<file path="config.mk">
export PLATFORM = sky130hd
export DESIGN_NAME = json_string_unescaper_flat
export DESIGN_NICKNAME = d
export VERILOG_FILES = /design/src/design/jsu_pkg.sv /design/src/design/jsu_in_if.sv /design/src/design/jsu_out_if.sv /design/src/design/jsu_decode.sv /design/src/design/jsu_out_buf.sv /design/src/design/json_string_unescaper.sv /design/src/flat_wrapper.sv
export SDC_FILE = /design/constraint.sdc
export NUM_CORES = 1
export LEC_CHECK = 0
export BUFFER_PORTS_ARGS = -buffer_cell sky130_fd_sc_hd__buf_2
export CAP_MARGIN = 15
export CORE_MARGIN = 2
export CORE_UTILIZATION = 49
export DETAILED_ROUTE_END_ITERATION = 16
export GPL_ROUTABILITY_DRIVEN = 1
export PLACE_DENSITY_LB_ADDON = 0.2
export SYNTH_ARGS = -nofsm -noshare
export SYNTH_HDL_FRONTEND = slang
export SYNTH_SLANG_ARGS = --single-unit
</file>
<file path="constraint.sdc">
create_clock -name i_clk -period 7.1 [get_ports i_clk]
set_input_delay 0 -clock i_clk [delete_from_list [all_inputs] [get_ports i_clk]]
set_output_delay 0 -clock i_clk [all_outputs]
set_load 0.02 [all_outputs]
</file>
<file path="src/design/jsu_pkg.sv">
// Shared types, character codes and helper functions of the JSON string unescaper.
package jsu_pkg;

    // Parse phase of the string decoder
    typedef enum logic [3:0] {
        PH_IDLE     = 4'd0,
        PH_BODY     = 4'd1,
        PH_ESC      = 4'd2,
        PH_HEX      = 4'd3,
        PH_PAIR_BS  = 4'd4,
        PH_PAIR_U   = 4'd5,
        PH_PAIR_HEX = 4'd6
    } t_phase;

    // Result kind codes
    typedef enum logic [1:0] {
        KIND_BYTE = 2'd0,
        KIND_DONE = 2'd1,
        KIND_ERR  = 2'd2
    } t_kind;

    // Character codes
    localparam logic [7:0] CH_QUOTE = 8'h22;
    localparam logic [7:0] CH_BSLASH = 8'h5c;
    localparam logic [7:0] CH_SLASH = 8'h2f;
    localparam logic [7:0] CH_B = 8'h62;
    localparam logic [7:0] CH_F = 8'h66;
    localparam logic [7:0] CH_N = 8'h6e;
    localparam logic [7:0] CH_R = 8'h72;
    localparam logic [7:0] CH_T = 8'h74;
    localparam logic [7:0] CH_U = 8'h75;
    localparam logic [7:0] CTL_BS = 8'h08;
    localparam logic [7:0] CTL_FF = 8'h0c;
    localparam logic [7:0] CTL_LF = 8'h0a;
    localparam logic [7:0] CTL_CR = 8'h0d;
    localparam logic [7:0] CTL_TAB = 8'h09;

    // Surrogate and UTF-8 constants
    localparam logic [15:0] HI_SURR_MIN = 16'hd800;
    localparam logic [15:0] HI_SURR_MAX = 16'hdbff;
    localparam logic [15:0] LO_PREFIX_MIN = 16'h00dc;
    localparam logic [15:0] LO_PREFIX_MAX = 16'h00df;
    localparam logic [20:0] SUPP_BASE = 21'h10000;
    localparam logic [20:0] UTF8_MAX1 = 21'h00007f;
    localparam logic [20:0] UTF8_MAX2 = 21'h0007ff;
    localparam logic [20:0] UTF8_MAX3 = 21'h00ffff;
    localparam logic [7:0] UTF8_LEAD2 = 8'hc0;
    localparam logic [7:0] UTF8_LEAD3 = 8'he0;
    localparam logic [7:0] UTF8_LEAD4 = 8'hf0;
    localparam logic [7:0] UTF8_CONT = 8'h80;

    localparam int unsigned MAX_RESULTS = 4;

    // One input beat as held in the input register
    typedef struct packed {
        logic [7:0] data_byte;
        logic       start_flag;
        logic       final_flag;
    } t_in_beat;

    // One result beat
    typedef struct packed {
        logic [7:0] out_byte;
        t_kind      kind;
        logic       last_of_run;
    } t_result;

    // Group of results produced by one input beat
    typedef struct packed {
        t_result [MAX_RESULTS-1:0] res;
        logic [2:0]                cnt;
    } t_load;

    // Effect of one byte in the body or after a backslash
    typedef struct packed {
        t_phase     ph;
        logic       put;
        logic [7:0] val;
        t_kind      fin;
        logic       u_start;
    } t_step;

    // UTF-8 encoding of one code point
    typedef struct packed {
        logic [3:0][7:0] b;
        logic [2:0]      n;
    } t_utf8;

    // Decode a hex digit of either case: {ok, value}
    function automatic logic [4:0] hex_decode(input logic [7:0] b);
        logic [4:0] r;
        r = 5'd0;
        if (b >= 8'h30 && b <= 8'h39) begin
            r = {1'b1, b[3:0]};
        end else if ((b >= 8'h61 && b <= 8'h66) || (b >= 8'h41 && b <= 8'h46)) begin
            r = {1'b1, b[3:0] + 4'd9};
        end
        return r;
    endfunction

    // Encode a code point as 1 to 4 UTF-8 bytes
    function automatic t_utf8 utf8_encode(input logic [20:0] cp);
        t_utf8 u;
        u.b = '0;
        u.n = 3'd0;
        if (cp <= UTF8_MAX1) begin
            u.b[0] = cp[7:0];
            u.n    = 3'd1;
        end else if (cp <= UTF8_MAX2) begin
            u.b[0] = UTF8_LEAD2 | {3'b000, cp[10:6]};
            u.b[1] = UTF8_CONT | {2'b00, cp[5:0]};
            u.n    = 3'd2;
        end else if (cp <= UTF8_MAX3) begin
            u.b[0] = UTF8_LEAD3 | {4'b0000, cp[15:12]};
            u.b[1] = UTF8_CONT | {2'b00, cp[11:6]};
            u.b[2] = UTF8_CONT | {2'b00, cp[5:0]};
            u.n    = 3'd3;
        end else begin
            u.b[0] = UTF8_LEAD4 | {5'b00000, cp[20:18]};
            u.b[1] = UTF8_CONT | {2'b00, cp[17:12]};
            u.b[2] = UTF8_CONT | {2'b00, cp[11:6]};
            u.b[3] = UTF8_CONT | {2'b00, cp[5:0]};
            u.n    = 3'd4;
        end
        return u;
    endfunction

endpackage

</file>
<file path="src/design/jsu_in_if.sv">
// Input channel of the JSON string unescaper: one text byte per beat.
interface jsu_in_if;
    logic       valid;
    logic       ready;
    logic [7:0] data_byte;
    logic       start_flag;
    logic       final_flag;

    modport source (output valid, output data_byte, output start_flag, output final_flag,
                    input ready);
    modport sink (input valid, input data_byte, input start_flag, input final_flag,
                  output ready);
endinterface

</file>
<file path="src/design/jsu_out_if.sv">
// Output channel of the JSON string unescaper: one result per beat.
interface jsu_out_if;
    logic       valid;
    logic       ready;
    logic [7:0] out_byte;
    logic [1:0] kind;
    logic       last_of_run;

    modport source (output valid, output out_byte, output kind, output last_of_run,
                    input ready);
    modport sink (input valid, input out_byte, input kind, input last_of_run,
                  output ready);
endinterface

</file>
<file path="src/design/jsu_decode.sv">
// Parse state and single-pass decode of one registered input byte into its results.
module jsu_decode (
    input  logic             i_clk,
    input  logic             i_rst_n,
    input  jsu_pkg::t_in_beat i_beat,
    input  logic             i_advance,
    output jsu_pkg::t_load   o_load
);
    import jsu_pkg::*;

    t_phase      r_phase, n_phase;
    logic [15:0] r_high, n_high;
    logic [15:0] r_low, n_low;
    logic [1:0]  r_dc, n_dc;

    logic [7:0]      b;
    logic [4:0]      hx;
    logic [15:0]     unit_next;
    logic [15:0]     low_next;
    logic [20:0]     pair_cp;
    t_step           st;
    t_utf8           pre;
    logic            tail_put;
    logic [7:0]      tail_val;
    t_kind           fin;
    logic [3:0][7:0] ob;
    logic [2:0]      oc;

    // Byte inside the string body
    function automatic t_step body_step(input logic [7:0] c);
        t_step s;
        s.ph      = PH_BODY;
        s.put     = 1'b0;
        s.val     = c;
        s.fin     = KIND_BYTE;
        s.u_start = 1'b0;
        if (c == CH_QUOTE) begin
            s.ph  = PH_IDLE;
            s.fin = KIND_DONE;
        end else if (c == CH_BSLASH) begin
            s.ph = PH_ESC;
        end else begin
            s.put = 1'b1;
        end
        return s;
    endfunction

    // Letter after a backslash
    function automatic t_step escape_step(input logic [7:0] c);
        t_step s;
        s.ph      = PH_BODY;
        s.put     = 1'b1;
        s.val     = c;
        s.fin     = KIND_BYTE;
        s.u_start = 1'b0;
        unique case (c)
            CH_QUOTE, CH_BSLASH, CH_SLASH: s.val = c;
            CH_B: s.val = CTL_BS;
            CH_F: s.val = CTL_FF;
            CH_N: s.val = CTL_LF;
            CH_R: s.val = CTL_CR;
            CH_T: s.val = CTL_TAB;
            CH_U: begin
                s.put     = 1'b0;
                s.ph      = PH_HEX;
                s.u_start = 1'b1;
            end
            default: begin
                s.put = 1'b0;
                s.fin = KIND_ERR;
            end
        endcase
        return s;
    endfunction

    assign b         = i_beat.data_byte;
    assign hx        = hex_decode(b);
    assign unit_next = {r_high[11:0], hx[3:0]};
    assign low_next  = {r_low[11:0], hx[3:0]};
    assign pair_cp   = SUPP_BASE + {1'b0, r_high[9:0], low_next[9:0]};

    // Next state and emitted bytes for the held byte
    always_comb begin
        n_phase  = r_phase;
        n_high   = r_high;
        n_low    = r_low;
        n_dc     = r_dc;
        pre      = '0;
        tail_put = 1'b0;
        tail_val = b;
        fin      = KIND_BYTE;
        st       = body_step(b);
        if (i_beat.start_flag) begin
            if (b == CH_QUOTE) begin
                n_phase = PH_BODY;
            end else begin
                fin = KIND_ERR;
            end
        end else begin
            unique case (r_phase)
                PH_BODY: begin
                    st       = body_step(b);
                    n_phase  = st.ph;
                    tail_put = st.put;
                    tail_val = st.val;
                    fin      = st.fin;
                end
                PH_ESC: begin
                    st       = escape_step(b);
                    n_phase  = st.ph;
                    tail_put = st.put;
                    tail_val = st.val;
                    fin      = st.fin;
                    if (st.u_start) begin
                        n_dc   = 2'd0;
                        n_high = 16'd0;
                    end
                end
                PH_HEX: begin
                    if (!hx[4]) begin
                        fin = KIND_ERR;
                    end else begin
                        n_high = unit_next;
                        if (r_dc == 2'd3) begin
                            if (unit_next >= HI_SURR_MIN && unit_next <= HI_SURR_MAX) begin
                                n_phase = PH_PAIR_BS;
                            end else begin
                                pre     = utf8_encode({5'd0, unit_next});
                                n_phase = PH_BODY;
                            end
                        end else begin
                            n_dc = r_dc + 2'd1;
                        end
                    end
                end
                PH_PAIR_BS: begin
                    if (b == CH_BSLASH) begin
                        n_phase = PH_PAIR_U;
                    end else begin
                        pre      = utf8_encode({5'd0, r_high});
                        st       = body_step(b);
                        n_phase  = st.ph;
                        tail_put = st.put;
                        tail_val = st.val;
                        fin      = st.fin;
                    end
                end
                PH_PAIR_U: begin
                    if (b == CH_U) begin
                        n_phase = PH_PAIR_HEX;
                        n_dc    = 2'd0;
                        n_low   = 16'd0;
                    end else begin
                        pre      = utf8_encode({5'd0, r_high});
                        st       = escape_step(b);
                        n_phase  = st.ph;
                        tail_put = st.put;
                        tail_val = st.val;
                        fin      = st.fin;
                        if (st.u_start) begin
                            n_dc   = 2'd0;
                            n_high = 16'd0;
                        end
                    end
                end
                PH_PAIR_HEX: begin
                    if (!hx[4]) begin
                        fin = KIND_ERR;
                    end else begin
                        n_low = low_next;
                        if (r_dc == 2'd1 &&
                            (low_next < LO_PREFIX_MIN || low_next > LO_PREFIX_MAX)) begin
                            // low unit out of range: flush surrogate, restart as new escape
                            pre     = utf8_encode({5'd0, r_high});
                            n_high  = low_next;
                            n_phase = PH_HEX;
                            n_dc    = 2'd2;
                        end else if (r_dc == 2'd3) begin
                            pre     = utf8_encode(pair_cp);
                            n_phase = PH_BODY;
                        end else begin
                            n_dc = r_dc + 2'd1;
                        end
                    end
                end
                default: n_phase = PH_IDLE;
            endcase
        end

        // End of input with the string still open
        if (fin == KIND_BYTE && i_beat.final_flag && n_phase != PH_IDLE) begin
            fin = KIND_ERR;
        end
        if (fin == KIND_ERR) begin
            n_phase = PH_IDLE;
        end
    end

    // Assemble the result group
    always_comb begin
        ob = pre.b;
        oc = pre.n;
        if (tail_put) begin
            ob[oc[1:0]] = tail_val;
            oc          = oc + 3'd1;
        end
        if (fin == KIND_ERR) begin
            oc = 3'd0;
        end
        for (int i = 0; i < MAX_RESULTS; i++) begin
            o_load.res[i].out_byte    = ob[i];
            o_load.res[i].kind        = KIND_BYTE;
            o_load.res[i].last_of_run = 1'b0;
        end
        if (fin != KIND_BYTE) begin
            o_load.res[oc[1:0]].out_byte = 8'd0;
            o_load.res[oc[1:0]].kind     = fin;
            oc                           = oc + 3'd1;
        end
        if (oc != 3'd0) begin
            o_load.res[oc[1:0] - 2'd1].last_of_run = 1'b1;
        end
        o_load.cnt = oc;
    end

    // Advance parse state when the held byte moves on
    always_ff @(posedge i_clk) begin
        if (!i_rst_n) begin
            r_phase <= PH_IDLE;
            r_high  <= 16'd0;
            r_low   <= 16'd0;
            r_dc    <= 2'd0;
        end else if (i_advance) begin
            r_phase <= n_phase;
            r_high  <= n_high;
            r_low   <= n_low;
            r_dc    <= n_dc;
        end
    end

endmodule

</file>
<file path="src/design/jsu_out_buf.sv">
// Result register: holds up to four results of one byte and drains one per beat.
module jsu_out_buf (
    input  logic           i_clk,
    input  logic           i_rst_n,
    input  logic           i_load,
    input  jsu_pkg::t_load i_data,
    output logic           o_can_load,
    jsu_out_if.source      o_out
);
    import jsu_pkg::*;

    t_result [MAX_RESULTS-1:0] r_res;
    logic [2:0]                r_rem;
    logic                      take;

    assign take       = (r_rem != 3'd0) && o_out.ready;
    assign o_can_load = (r_rem == 3'd0) || ((r_rem == 3'd1) && o_out.ready);

    assign o_out.valid       = (r_rem != 3'd0);
    assign o_out.out_byte    = r_res[0].out_byte;
    assign o_out.kind        = r_res[0].kind;
    assign o_out.last_of_run = r_res[0].last_of_run;

    // Count of results still to deliver
    always_ff @(posedge i_clk) begin
        if (!i_rst_n) begin
            r_rem <= 3'd0;
        end else if (i_load) begin
            r_rem <= i_data.cnt;
        end else if (take) begin
            r_rem <= r_rem - 3'd1;
        end
    end

    // Load a new group or shift the next result to the head
    always_ff @(posedge i_clk) begin
        if (i_load) begin
            r_res <= i_data.res;
        end else if (take) begin
            for (int i = 0; i < MAX_RESULTS - 1; i++) begin
                r_res[i] <= r_res[i+1];
            end
        end
    end

endmodule

</file>
<file path="src/design/json_string_unescaper.sv">
// JSON string unescaper: takes one byte per beat into an input register and decodes the
// registered byte; its results (bytes, done or error) go to a result register that delivers one
// result per beat. A byte that gives zero or one result lets the next byte move on while the
// output is ready, so the block runs at one byte per cycle unless the output stalls; a byte that
// gives n results (up to four, for a flushed surrogate plus a following byte or a 4-byte pair)
// holds the result register until all are delivered, and the input register stalls behind it.
// After reset the decoder waits for a byte marked as start.
module json_string_unescaper (
    input  logic      i_clk,
    input  logic      i_rst_n,
    jsu_in_if.sink    i_in,
    jsu_out_if.source o_out
);
    import jsu_pkg::*;

    logic     r_in_valid;
    t_in_beat r_in;
    logic     can_load;
    logic     advance;
    t_load    load_data;

    assign advance    = r_in_valid && can_load;
    assign i_in.ready = !r_in_valid || can_load;

    // Hold the accepted byte until the result register takes its results
    always_ff @(posedge i_clk) begin
        if (!i_rst_n) begin
            r_in_valid <= 1'b0;
        end else if (i_in.valid && i_in.ready) begin
            r_in_valid <= 1'b1;
        end else if (advance) begin
            r_in_valid <= 1'b0;
        end
    end

    always_ff @(posedge i_clk) begin
        if (i_in.valid && i_in.ready) begin
            r_in.data_byte  <= i_in.data_byte;
            r_in.start_flag <= i_in.start_flag;
            r_in.final_flag <= i_in.final_flag;
        end
    end

    jsu_decode u_decode (
        .i_clk     (i_clk),
        .i_rst_n   (i_rst_n),
        .i_beat    (r_in),
        .i_advance (advance),
        .o_load    (load_data)
    );

    jsu_out_buf u_out_buf (
        .i_clk      (i_clk),
        .i_rst_n    (i_rst_n),
        .i_load     (advance),
        .i_data     (load_data),
        .o_can_load (can_load),
        .o_out      (o_out)
    );

endmodule

</file>
<file path="src/flat_wrapper.sv">
// flat-port wrapper written by rule: the top's interface ports become plain ports
module json_string_unescaper_flat import jsu_pkg::*;
  (i_clk, i_rst_n, i_in_valid, i_in_data_byte, i_in_start_flag, i_in_final_flag, i_in_ready, o_out_valid, o_out_out_byte, o_out_kind, o_out_last_of_run, o_out_ready);
  jsu_in_if i_in_i ();
  jsu_out_if o_out_i ();
  input  logic i_clk;
  input  logic i_rst_n;
  input wire logic [$bits(i_in_i.valid)-1:0] i_in_valid;
  input wire logic [$bits(i_in_i.data_byte)-1:0] i_in_data_byte;
  input wire logic [$bits(i_in_i.start_flag)-1:0] i_in_start_flag;
  input wire logic [$bits(i_in_i.final_flag)-1:0] i_in_final_flag;
  output wire logic [$bits(i_in_i.ready)-1:0] i_in_ready;
  output wire logic [$bits(o_out_i.valid)-1:0] o_out_valid;
  output wire logic [$bits(o_out_i.out_byte)-1:0] o_out_out_byte;
  output wire logic [$bits(o_out_i.kind)-1:0] o_out_kind;
  output wire logic [$bits(o_out_i.last_of_run)-1:0] o_out_last_of_run;
  input wire logic [$bits(o_out_i.ready)-1:0] o_out_ready;
  assign i_in_i.valid = i_in_valid;
  assign i_in_i.data_byte = i_in_data_byte;
  assign i_in_i.start_flag = i_in_start_flag;
  assign i_in_i.final_flag = i_in_final_flag;
  assign i_in_ready = i_in_i.ready;
  assign o_out_valid = o_out_i.valid;
  assign o_out_out_byte = o_out_i.out_byte;
  assign o_out_kind = o_out_i.kind;
  assign o_out_last_of_run = o_out_i.last_of_run;
  assign o_out_i.ready = o_out_ready;
  json_string_unescaper u_core (.i_clk(i_clk), .i_rst_n(i_rst_n), .i_in(i_in_i), .o_out(o_out_i));
endmodule
</file>
==> results summary, run 1 <==
The setup skew after layout is 14.88 ps. The routed wire length came out at 25.61 mm. The sequential cell area fraction in the yosys report is 0.3272. The number of nets in the final layout came out at 899.

The average detailed-routed wire length per instance is 24.27 um. The total standard cell area after synthesis came out at 0.007281 mm^2. The total congestion overflow after global routing is 0. The count of antenna diodes in the layout is 0. The critical path is of the flip-flop to flip-flop type. The maximum number of pins on one net before global-route repair came out at 53. The number of pins exceeding their max-slew limit in the final report is 0. The largest individual stage delay along the critical path comes from the cell sky130_fd_sc_hd__nor4_1.

The slew of the pin with the lowest slew margin is 1077 ps. The final critical-path share of the clock period is 0.8513. In this run the tightest slew margin relative to its limit is 0.2822. The worst slack on hold paths is 102.6 ps. The fraction of final layout cells with drive strength greater than 1 is 0.1045. The I/O pin total came out at 27.

Clock-pin slew was measured on the worst setup and hold paths at 80 ps. For this configuration, the core starts out at a cell density of 0.5009. The remaining antenna violation count after routing is 0. The number of nets produced by synthesis came out at 914.

The number of distinct library cells after synthesis came out at 86. The worst-case reg-to-reg path depth came out at 19. For this design the static power due to leakage is 2.852 nW.

The total stage count of the critical path is 19. The longest clock path from root to sink contains 2 buffers. In this run the power density over the cells is 233.6 mW/mm^2. The required time reported for the critical path endpoint is 7290 ps.

Of the post-synthesis cell area, the dominant cell type holds 0.2227. The beginning of the worst register-to-register path is u_core.r_in[9]. The compound-cell area share of the yosys netlist was 0.2806. The run finished with clean final reports. Setup repair after global routing left no endpoint under its margin. In the global route stage, overall resource usage came out at 0.3230. The DRC marker count from the first detailed-route iteration came out at 766.

STA classifies the critical path endpoint as a flip-flop. TritonCTS built the clock tree. The count of buffers added on input and output ports is 26.

In the synthesized netlist the dominant register cell turns out to be sky130_fd_sc_hd__edfxtp_1. Dividing the synthesized area by the synthesized cell count gives 8.264 um^2. After synthesis the netlist holds a flip-flop and latch count of 92. The worst path arrival time is 6240 ps.

The portion of netlist area occupied by mux cells is 0.04554. In the routed design, unresolved DRC markers number 0. For this run, the detailed router's first-pass iteration total came to 6. The largest fanout on the critical path is 10. The later pin in the worst-skew pair is clocked with a latency of 360 ps. The die covers 0.01585 mm^2. The total count of hold-check failures in the final report came out at 0.

The total setup buffers inserted after CTS came out at 0. The area added between synthesis and finish came out at 7.785%. The share of synthesized cell area in and, or, nand and nor gates came out at 0.2482. Of the total synthesized cell area, the portion taken by XOR and XNOR cells is 0.009452. The worst hold path begins at o_out_ready. The minimum clock period after layout is 6044 ps. STA classifies the critical path startpoint as a flip-flop.

The number of maximum-capacitance constraint violations is 0. Counting instances in the post-synthesis netlist gives the leading cell types as sky130_fd_sc_hd__nand2_1 (108), sky130_fd_sc_hd__nor2_1 (78), sky130_fd_sc_hd__clkbuf_1 (57), sky130_fd_sc_hd__edfxtp_1 (54), sky130_fd_sc_hd__o21ai_0 (51). The number of flops mapped to enable cells by yosys is 54. The total clock sinks came out at 92.

In the post-synthesis netlist, the biggest area contributors are sky130_fd_sc_hd__edfxtp_1 (22%), sky130_fd_sc_hd__dfxtp_1 (10%), sky130_fd_sc_hd__nand2_1 (5.6%). The sum of net half-perimeters after detailed placement is 18.72 mm. Together, buffers and inverters on the worst path number 3. Among cell families on the critical path, the largest total delay comes from simple AND/OR/NAND/NOR gates. The dominant combinational cell family by area after synthesis is compound AO/OA/AOI/OAI gates. The floorplan step defined a core boundary enclosing 0.01453 mm^2.

The number of clock buffers added by TritonCTS is 9. Tracing the worst setup path back leads to its startpoint at u_core.r_in[9]. The die span in x is 125.9 um. IR analysis of the VDD net gives a maximum drop of 172.0 uV. The tightest min-delay check is of the input port to flip-flop type. The die is 125.9 um tall.

The critical path goes through nand4bb_1, nor4_1, nor2_1, a2111oi_1, a21boi_0, or3_1, a22o_1, a21oi_1, ha_1, a32oi_1, nand2_1, nand2_1, inv_1, ha_1, inv_1, nor3_1, buf_4, or3_1, o22ai_1. The initialized floorplan defines 44 standard-cell rows. The number of global-route vias before repair came out at 6,818.

The dominant cell type by area after synthesis is sky130_fd_sc_hd__edfxtp_1. The total setup violations reported at the end of the flow came out at 0. The last weighted congestion value of the routability-driven placer is 0.9929. The largest single stage delay on the critical path is 710 ps. The count of synthesis-stage warnings from yosys came out at 0. The gate count of the mapped netlist came out at 881. Adding up every negative setup slack in the final design gives 0 ps.

The arithmetic-cell share of the synthesized area counting full adders, half adders and majority gates came out at 0.03265. The initial antenna violation count was 0. The fraction of synthesis flops using an asynchronous set or reset pin is 0. The via density per instance came out at 6.818. The number of instances on the worst hold path came out at 4. The global-route wire length before repair is 39.76 mm.

In this run the clock root is driven by a sky130_fd_sc_hd__clkbuf_16. The achievable frequency came out at 165.5 MHz. The via count of the routed design is 7,193. The clock tree synthesis step divided the H-tree into 3 levels. The leading cell type by number of instances after synthesis is sky130_fd_sc_hd__nand2_1.
-- report_power, final --
part / switching, mW / internal, mW
combinational: 0.343 / 0.164
clock: 0.241 / 0.283
sequential: 0.0580 / 0.744
-- flip-flops by register name (all words and copies together), names as in the netlist --
register,count
u_core.r_in,10
u_core.r_in_valid,1
u_core.u_decode.r_dc,2
u_core.u_decode.r_high,16
u_core.u_decode.r_low,12
u_core.u_decode.r_phase,4
u_core.u_out_buf.o_out.kind,2
u_core.u_out_buf.o_out.last_of_run,1
u_core.u_out_buf.o_out.out_byte,8
u_core.u_out_buf.r_rem,3
u_core.u_out_buf.r_res,33
-- stage by stage --
stage          total power [mW]  utilization  instances  cell area [um^2]  worst slack (ps)
2_1_floorplan             1.183            -        881              7281              2043
3_3_place_gp              1.297       0.5085       1026              7391              1556
3_5_place_dp              1.313       0.5089       1027              7396              1298
4_1_cts                   1.838       0.5382       1054              7823              1252
5_1_grt                   1.918       0.5399       1055              7848             664.7
6_report                  1.834       0.5399       1055              7848              1056
-- what timing repair did --
item | in CTS | in global routing
hold buffers | 11 | 0
endpoints found under the hold margin | 11 | 0
endpoints found under the setup margin | 0 | 0
resized for setup | 0 | 0
-- cell usage in the layout, fill, tap and decap left out, drive strengths merged, types with 15 or more instances in the layout --
| master | n |
|---|---|
| buf | 37 |
| mux2i | 23 |
| o211a | 15 |
| edfxtp | 54 |
| nor2 | 78 |
| ha | 19 |
| a21oi | 45 |
| inv | 24 |
| a22oi | 26 |
| and2 | 17 |
| nand3 | 28 |
| nor2b | 15 |
| nor3 | 22 |
| o21ai | 51 |
| nand2 | 108 |
| dfxtp | 38 |
-- worst reg2reg max path: stages (launching register included) --
cell and delay [ps]:
sky130_fd_sc_hd__edfxtp_1 570, sky130_fd_sc_hd__nand4bb_1 500, sky130_fd_sc_hd__nor4_1 710, sky130_fd_sc_hd__nor2_1 340, sky130_fd_sc_hd__a2111oi_1 690, sky130_fd_sc_hd__a21boi_0 270
sky130_fd_sc_hd__or3_1 500, sky130_fd_sc_hd__a22o_1 220, sky130_fd_sc_hd__a21oi_1 240, sky130_fd_sc_hd__ha_1 300, sky130_fd_sc_hd__a32oi_1 160, sky130_fd_sc_hd__nand2_1 150
sky130_fd_sc_hd__nand2_1 120, sky130_fd_sc_hd__inv_1 50, sky130_fd_sc_hd__ha_1 180, sky130_fd_sc_hd__inv_1 80, sky130_fd_sc_hd__nor3_1 60, sky130_fd_sc_hd__buf_4 190
sky130_fd_sc_hd__or3_1 380, sky130_fd_sc_hd__o22ai_1 160
-- cell type report --
class | instances | area [um^2]
tap | 184 | 230.2
clock buffer | 9 | 225.2
clock inverter | 7 | 91.34
sequential | 92 | 2382
multi-input combinational | 693 | 4494
fill | 1382 | 6686
timing repair buffer | 49 | 345.3
inverter | 21 | 78.83
-- path summary, 6_finish.rpt --
kind                                     end  slack, ps
setup reg to reg  u_core.u_out_buf.r_res[36]       1060
hold / removal     u_core.u_out_buf.r_rem[2]        100
setup / recovery  u_core.u_out_buf.r_res[36]       1060
hold reg to reg     u_core.u_decode.r_low[9]        510
-- routing by layer --
layer | track usage | up-vias | wire (um)
li1 | - | 3268 | -
met2 | 0.5038 | 394 | 11560
met4 | 0.1454 | 0 | 1211
met1 | 0.4401 | 3448 | 10860
met5 | 0 | - | 0
met3 | 0.05650 | 83 | 1979
-- kinds of logic after synthesis --
family / count (synthesis)
compound gates: 281
xor+xnor: 7
fa+ha+maj: 19
mux: 32
simple gates: 354
buf+inv: 96
flops: 92
Power figures use the tool's default switching activity.
==> run 2: changes to the inputs <==
- CORE_UTILIZATION: 49 -> 50
==> results summary, run 2 (synthesis results as in run 1) <==
The flow ran to the end, and the final reports show no timing, DRC or antenna violations. Summed over all cells, the static leakage comes to 2.836 nW. The fraction of final layout cells with drive strength greater than 1 came out at 0.1033.

The vertical die dimension came out at 124.7 um. Setup repair after global routing left no endpoint under its margin. The floorplan step defined a die boundary enclosing 0.01554 mm^2. The required time reported for the critical path endpoint is 7220 ps. The library cells used most frequently in the layout, excluding fill and tap cells, are sky130_fd_sc_hd__nand2_1 (108), sky130_fd_sc_hd__nor2_1 (78), sky130_fd_sc_hd__edfxtp_1 (54). In this run the clock root is driven by a sky130_fd_sc_hd__clkbuf_16. The overall fraction of global-route tracks in use came out at 0.3271.

The total congestion overflow after global routing is 0. The cell at the slowest stage of the critical path is sky130_fd_sc_hd__nor4_1. For this run, design rule violations remaining after detail routing come to 0. Counting I/O delays and the setup requirement, the final critical path takes 6228 ps. The initial antenna violation count is 0.

The total clock sinks is 92. In this run the critical register-to-register path is captured at u_core.u_out_buf.r_res[40]. At the end of routability-driven placement, the weighted congestion stood at 0.9709. The wire-length estimate of the detail-placed layout is 18.66 mm.

The number of flip-flops in the largest register is 33. 27 I/O pins were placed. The quantity of gates resized following cts is 0. The beginning of the worst register-to-register path is u_core.r_in[9]. The remaining antenna violation count after routing is 0. The register with the most flip-flops in the final layout is u_core.u_out_buf.r_res.

The die span in x came out at 124.7 um. The clock latency on the worst-skew pair came out at 360 ps. Buffers placed on the I/O ports in this run total 26.

STA puts the critical path data arrival time at 6340 ps. Counting instances, the worst hold path has a depth of 4. The number of global-route vias before repair is 6,854.

The critical path is of the flip-flop to flip-flop type. The via density per instance is 6.765. Of the available clock period, the critical path in the final layout requires 0.8771. The worst-case reg-to-reg path depth is 18. The critical path capture point type is a flip-flop.

The library cell used most frequently in the layout, excluding fill and tap cells, is sky130_fd_sc_hd__nand2_1. The worst hold path begins at o_out_ready. The setup TNS came out at 0 ps. After detailed routing, the average wire length per cell comes to 24.00 um. Row generation in the floorplan step produced 44 rows.

The maximum number of pins on one net before global-route repair came out at 53. The setup skew after layout is 10.43 ps. The maximum root-to-sink buffer count is 2. Counting the fill cells in the layout gives 1,337.

The achievable frequency came out at 160.6 MHz. The reg-to-reg setup timing slack came out at 870 ps. The type of element launching the critical path is a flip-flop. The number of iterations in the first detailed-routing pass came out at 5. The combined area of the multi-input logic cells is 0.004494 mm^2. The number of CTS-inserted buffers is 9.

In the final layout, the registers with the most flip-flops are u_core.u_out_buf.r_res x33, u_core.u_decode.r_high x16, u_core.u_decode.r_low x12. The final instance area is 0.007823 mm^2. The cell type group with the largest total delay on the critical path is simple AND/OR/NAND/NOR gates. The kind of path behind the tightest hold check is input port to flip-flop.

The sequential cell area in the final layout is 0.002382 mm^2. The maximum level of the CTS H-tree is 3. The number of nets in the final layout is 900. The power density of the placed cells is 229.2 mW/mm^2. TritonCTS built the clock tree. The largest fanout on the critical path came out at 10. IR analysis of the VDD net gives a maximum drop of 138.0 uV.

The relative slew slack is 0.2192. The critical path goes through nand4bb_1, nor4_1, nor2_1, a2111oi_1, a21boi_0, or3_1, a22o_1, a21oi_1, ha_1, a32oi_1, nand2_1, nand2_1, inv_1, ha_1, inv_1, nor3_1, nor3_1, a22o_1. After clock tree synthesis, the clock-pin slew on the worst setup and hold paths is 70 ps. The placed instances occupy a cell area of 0.007406 mm^2.

The number of pins exceeding their max-slew limit in the final report was 0. The final layout contains routed wiring with a total length of 25.32 mm. For hold timing, the worst endpoint is u_core.u_out_buf.r_rem[2].

The buffering stage count on the worst path with inverters included is 2. The count of antenna diodes in the layout is 0. The total core area came out at 0.01437 mm^2.

The total count of hold-check failures in the final report is 0. The total setup violations reported at the end of the flow came out at 0. From synthesis to final layout, the design area changed by 7.441%. The global-route wire length before repair is 39.87 mm.

For this configuration, the core starts out at a cell density of 0.5067. The number of maximum-capacitance constraint violations is 0. Summing over every cut layer, the via total after detailed routing is 7,137. On the worst path, the slowest cell contributes a delay of 700 ps. The slew of the pin with the lowest slew margin came out at 1171 ps.

The DRC marker count from the first detailed-route iteration came out at 710.
-- run 2: final cells by class --
type,instances,area share
clock inverters,5,0.007997
clock buffers,10,0.02927
repair buffers,50,0.04415
well taps,184,0.02943
multi-input cells,693,0.5745
flip-flops and latches,92,0.3045
inverters,21,0.01008
-- run 2: stage by stage --
step	util	hold slack, ps	power, mW	setup WS [ps]	cells
2_1_floorplan	-	98.87	1.183	2043	881
3_3_place_gp	0.5149	176.3	1.296	1326	1027
3_5_place_dp	0.5154	178.1	1.314	1048	1028
4_1_cts	0.5434	111.5	1.802	1046	1054
5_1_grt	0.5444	186.3	1.890	274.5	1055
6_report	0.5444	111.2	1.793	872.4	1055
-- run 2: worst max-delay path by stage --
stage | to | startpoint | cells past startpoint | slack (ps)
floorplan | u_core.u_out_buf.r_res[40] | u_core.r_in[2] | 22 | 2040
global placement | u_core.u_out_buf.r_res[40] | u_core.r_in[9] | 18 | 1330
detailed placement | u_core.u_out_buf.r_res[40] | u_core.r_in[9] | 18 | 1050
CTS | u_core.u_out_buf.r_res[40] | u_core.r_in[9] | 18 | 1050
global route | u_core.u_out_buf.r_res[40] | u_core.r_in[9] | 18 | 270
finish | u_core.u_out_buf.r_res[40] | u_core.r_in[9] | 18 | 870
-- run 2: report_power, final --
| group | switching, mW | leakage, nW | total, mW | internal (mW) |
|---|---|---|---|---|
| registers | 0.0548 | 0.830 | 0.799 | 0.744 |
| logic | 0.344 | 1.87 | 0.509 | 0.165 |
| clock network | 0.212 | 0.135 | 0.485 | 0.273 |
| total | 0.611 | 2.84 | 1.79 | 1.18 |
-- run 2: what timing repair did --
item / 4_1_cts / 5_1_grt
buffers inserted: 0 / 0
hold buffers: 11 / 0
hold endpoints to repair: 11 / 0
setup endpoints to repair: 0 / 0
-- run 2: worst register-to-register path, stage by stage (launching register included) --
cell and delay [ps]:
sky130_fd_sc_hd__edfxtp_1 570, sky130_fd_sc_hd__nand4bb_1 520, sky130_fd_sc_hd__nor4_1 710, sky130_fd_sc_hd__nor2_1 320, sky130_fd_sc_hd__a2111oi_1 640, sky130_fd_sc_hd__a21boi_0 270, sky130_fd_sc_hd__or3_1 500, sky130_fd_sc_hd__a22o_1 210
sky130_fd_sc_hd__a21oi_1 250, sky130_fd_sc_hd__ha_1 180, sky130_fd_sc_hd__a32oi_1 50, sky130_fd_sc_hd__nand2_1 240, sky130_fd_sc_hd__nand2_1 100, sky130_fd_sc_hd__inv_1 80, sky130_fd_sc_hd__ha_1 140, sky130_fd_sc_hd__inv_1 60
sky130_fd_sc_hd__nor3_1 690, sky130_fd_sc_hd__nor3_1 200, sky130_fd_sc_hd__a22o_1 280
-- run 2: routing by layer --
layer | share of wire | track usage
met1 | 0.43 | 0.4388
met2 | 0.46 | 0.5230
met3 | 0.069 | 0.05498
met4 | 0.038 | 0.1388
met5 | 0 | 0
==> run 3: changes to the inputs <==
- clock period: 7.1 -> 7.59 ns (I/O delays scaled with it)
==> results summary, run 3 (synthesis results as in run 1) <==
Setup violations remaining at the end of the flow were counted as 0. The number of global-route vias before repair is 6,566. The fraction of final layout cells with drive strength greater than 1 is 0.1013.

The number of CTS-inserted buffers is 9. The die span in x came out at 124.7 um. The library cell used most frequently in the layout, excluding fill and tap cells, is sky130_fd_sc_hd__nand2_1.

The sum of net half-perimeters after detailed placement came out at 18.49 mm. The register with the most flip-flops in the layout has 33 of them. The total core area came out at 0.01437 mm^2.

The initial antenna violation count is 0. For this run, the detailed router's first-pass iteration total came to 8. In this run the critical register-to-register path is captured at u_core.u_out_buf.r_res[40].

The run finished with clean final reports. The required time reported for the critical path endpoint came out at 7710 ps. The count of port buffers added during placement came out at 26. The number of pins exceeding their max-slew limit in the final report is 0. The beginning of the worst register-to-register path is u_core.r_in[9].

The largest registers in the layout are u_core.u_out_buf.r_res x33, u_core.u_decode.r_high x16, u_core.u_decode.r_low x12. For this run the aggregate overflow at the end of global routing stands at 0. The routed wire length is 25.42 mm.

The worst-case reg-to-reg path depth came out at 18. The maximum level of the CTS H-tree is 3. The remaining routing DRC violations is 0. The final critical-path setup slack came out at 1202 ps.

The setup TNS is 0 ps. The worst slack on hold paths came out at 104.1 ps. The beginning of the critical path is u_core.r_in[9].

The total clock sinks is 92. The tree is rooted in a sky130_fd_sc_hd__clkbuf_16. Entering global routing, the biggest net connects 53 pins. The clock network fraction of total power came out at 0.278. Static timing analysis puts the maximum clock frequency at 156.5 MHz. The I/O pin total is 27. In the layout the commonest cells are sky130_fd_sc_hd__nand2_1 (108), sky130_fd_sc_hd__nor2_1 (78), sky130_fd_sc_hd__edfxtp_1 (54). Across the VDD grid, the largest voltage drop is 143.6 uV. After clock tree synthesis, the clock-pin slew on the worst setup and hold paths is 70 ps. At the end of routability-driven placement, the weighted congestion stood at 0.9579. Once the clock tree was built, the setup fixing pass inserted 0 buffers. Of the total power, the share spent switching nets is 0.3455. STA puts the critical path data arrival time at 6510 ps.

The site row count came out at 44. Following the worst setup path forward leads to its endpoint at u_core.u_out_buf.r_res[40]. The power density of the placed cells came out at 216.4 mW/mm^2.

The area added between synthesis and finish came out at 7.183%. Setup slack on the worst reg-to-reg path comes out at 1200 ps. The detailed router placed 7,128 vias in this run. The worst setup path is of the flip-flop to flip-flop kind. The total power draw is 1.689 mW. The register with the most flip-flops in the final layout is u_core.u_out_buf.r_res. The number of hold buffers added after cts is 11. The worst setup path is launched from a flip-flop. The total count of hold-check failures in the final report came out at 0. In this run the worst hold path is classified as input port to flip-flop. TritonCTS built the clock tree. The maximum root-to-sink buffer count is 2. Once detail routing completed, the nets flagged for antenna violations numbered 0. The final critical-path share of the clock period came out at 0.8417. Measured along the y axis, the die boundary spans 124.7 um. The count of antenna diodes in the layout is 0. Counting I/O delays and the setup requirement, the final critical path takes 6388 ps. The quantity of gates resized following cts is 0. Setup repair after global routing left no endpoint under its margin. The global-route wire length before repair came out at 39.30 mm.

The number of nets in the final layout came out at 897. Headroom to the max-slew limit came out at 0.3214. The die outline area came out at 0.01554 mm^2. For this run, the number of standard cells in the final layout without fillers is 1,053. Before CTS, the worst setup slack after placement is 1450 ps. The DRC marker count from the first detailed-route iteration is 737.

Of the total power, registers draw 0.445. At the pin with the least slew margin, the transition time is 1009 ps. Clock latency on the worst-skew pair, taken at its later pin, is 360 ps.

The analysis attributes to cell leakage a power of 2.829 nW. The overall fraction of global-route tracks in use is 0.3236. The worst setup path is captured at a flip-flop. The net switching power figure came out at 0.5835 mW.

The combinational group share of total power is 0.277. The via density per instance came out at 6.769. The effective utilization at floorplan is 0.5067. The average detailed-routed wire length per instance came out at 24.14 um. The number of maximum-capacitance constraint violations is 0. The number of placed cells counting well taps came out at 1,025. The largest fanout on the critical path is 10. The setup skew after layout is 9.165 ps. The internal power came out at 1.105 mW.
-- run 3: metrics by stage --
| step | utilization | instance area (um^2) |
|---|---|---|
| CTS | 0.5421 | 7789 |
| global route | 0.5431 | 7804 |
| finish | 0.5431 | 7804 |
| global placement | 0.5133 | 7376 |
| detailed placement | 0.5137 | 7381 |
| floorplan | - | 7281 |
-- run 3: worst min-delay path by stage --
stage | start | end | slack [ps] | cells past startpoint
2_1_floorplan | i_in_final_flag | u_core.r_in[0] | 100 | 0
3_3_place_gp | i_in_data_byte[5] | u_core.r_in[7] | 180 | 1
3_5_place_dp | i_in_data_byte[2] | u_core.r_in[4] | 180 | 1
4_1_cts | o_out_ready | u_core.u_out_buf.r_rem[2] | 100 | 4
5_1_grt | o_out_ready | u_core.u_out_buf.r_rem[2] | 140 | 4
6_report | o_out_ready | u_core.u_out_buf.r_rem[2] | 100 | 4
-- run 3: power by group through the flow --
stage                     Sequential (mW)  Combinational [mW]  Clock (mW)
after floorplan                     0.734               0.373           0
after global placement              0.756               0.452           0
after detailed placement            0.763               0.463           0
after CTS                           0.752               0.469       0.472
after global routing                0.765               0.512       0.490
final                               0.751               0.468       0.469
-- run 3: critical path, stage by stage, from the launching register on --
cell	delay, ps
sky130_fd_sc_hd__edfxtp_1	580
sky130_fd_sc_hd__nand4bb_1	510
sky130_fd_sc_hd__nor4_1	710
sky130_fd_sc_hd__nor2_1	310
sky130_fd_sc_hd__a2111oi_1	740
sky130_fd_sc_hd__a21boi_0	300
sky130_fd_sc_hd__or3_1	490
sky130_fd_sc_hd__a22o_1	200
sky130_fd_sc_hd__a21oi_1	240
sky130_fd_sc_hd__ha_1	180
sky130_fd_sc_hd__a32oi_1	50
sky130_fd_sc_hd__nand2_1	220
sky130_fd_sc_hd__nand2_1	110
sky130_fd_sc_hd__inv_1	80
sky130_fd_sc_hd__ha_1	140
sky130_fd_sc_hd__inv_1	60
sky130_fd_sc_hd__nor3_1	750
sky130_fd_sc_hd__nor3_1	190
sky130_fd_sc_hd__a22o_1	280
-- run 3: cell type report --
type                    count  area, um^2
fillers                  1359        6565
multi-input cells         693        4494
flip-flops and latches     92        2382
repair buffers             47       320.3
well taps                 184       230.2
clock buffers               9       225.2
inverters                  21       78.83
clock inverters             7       72.57
-- run 3: per-layer routing --
metal	wire [um]	part of all wire	vias up	track usage
met1	10640	0.42	3412	0.4402
li1	-	-	3272	-
met5	0	0	-	0
met3	2187	0.086	73	0.05284
met2	11590	0.46	371	0.5146
met4	999	0.039	0	0.1302
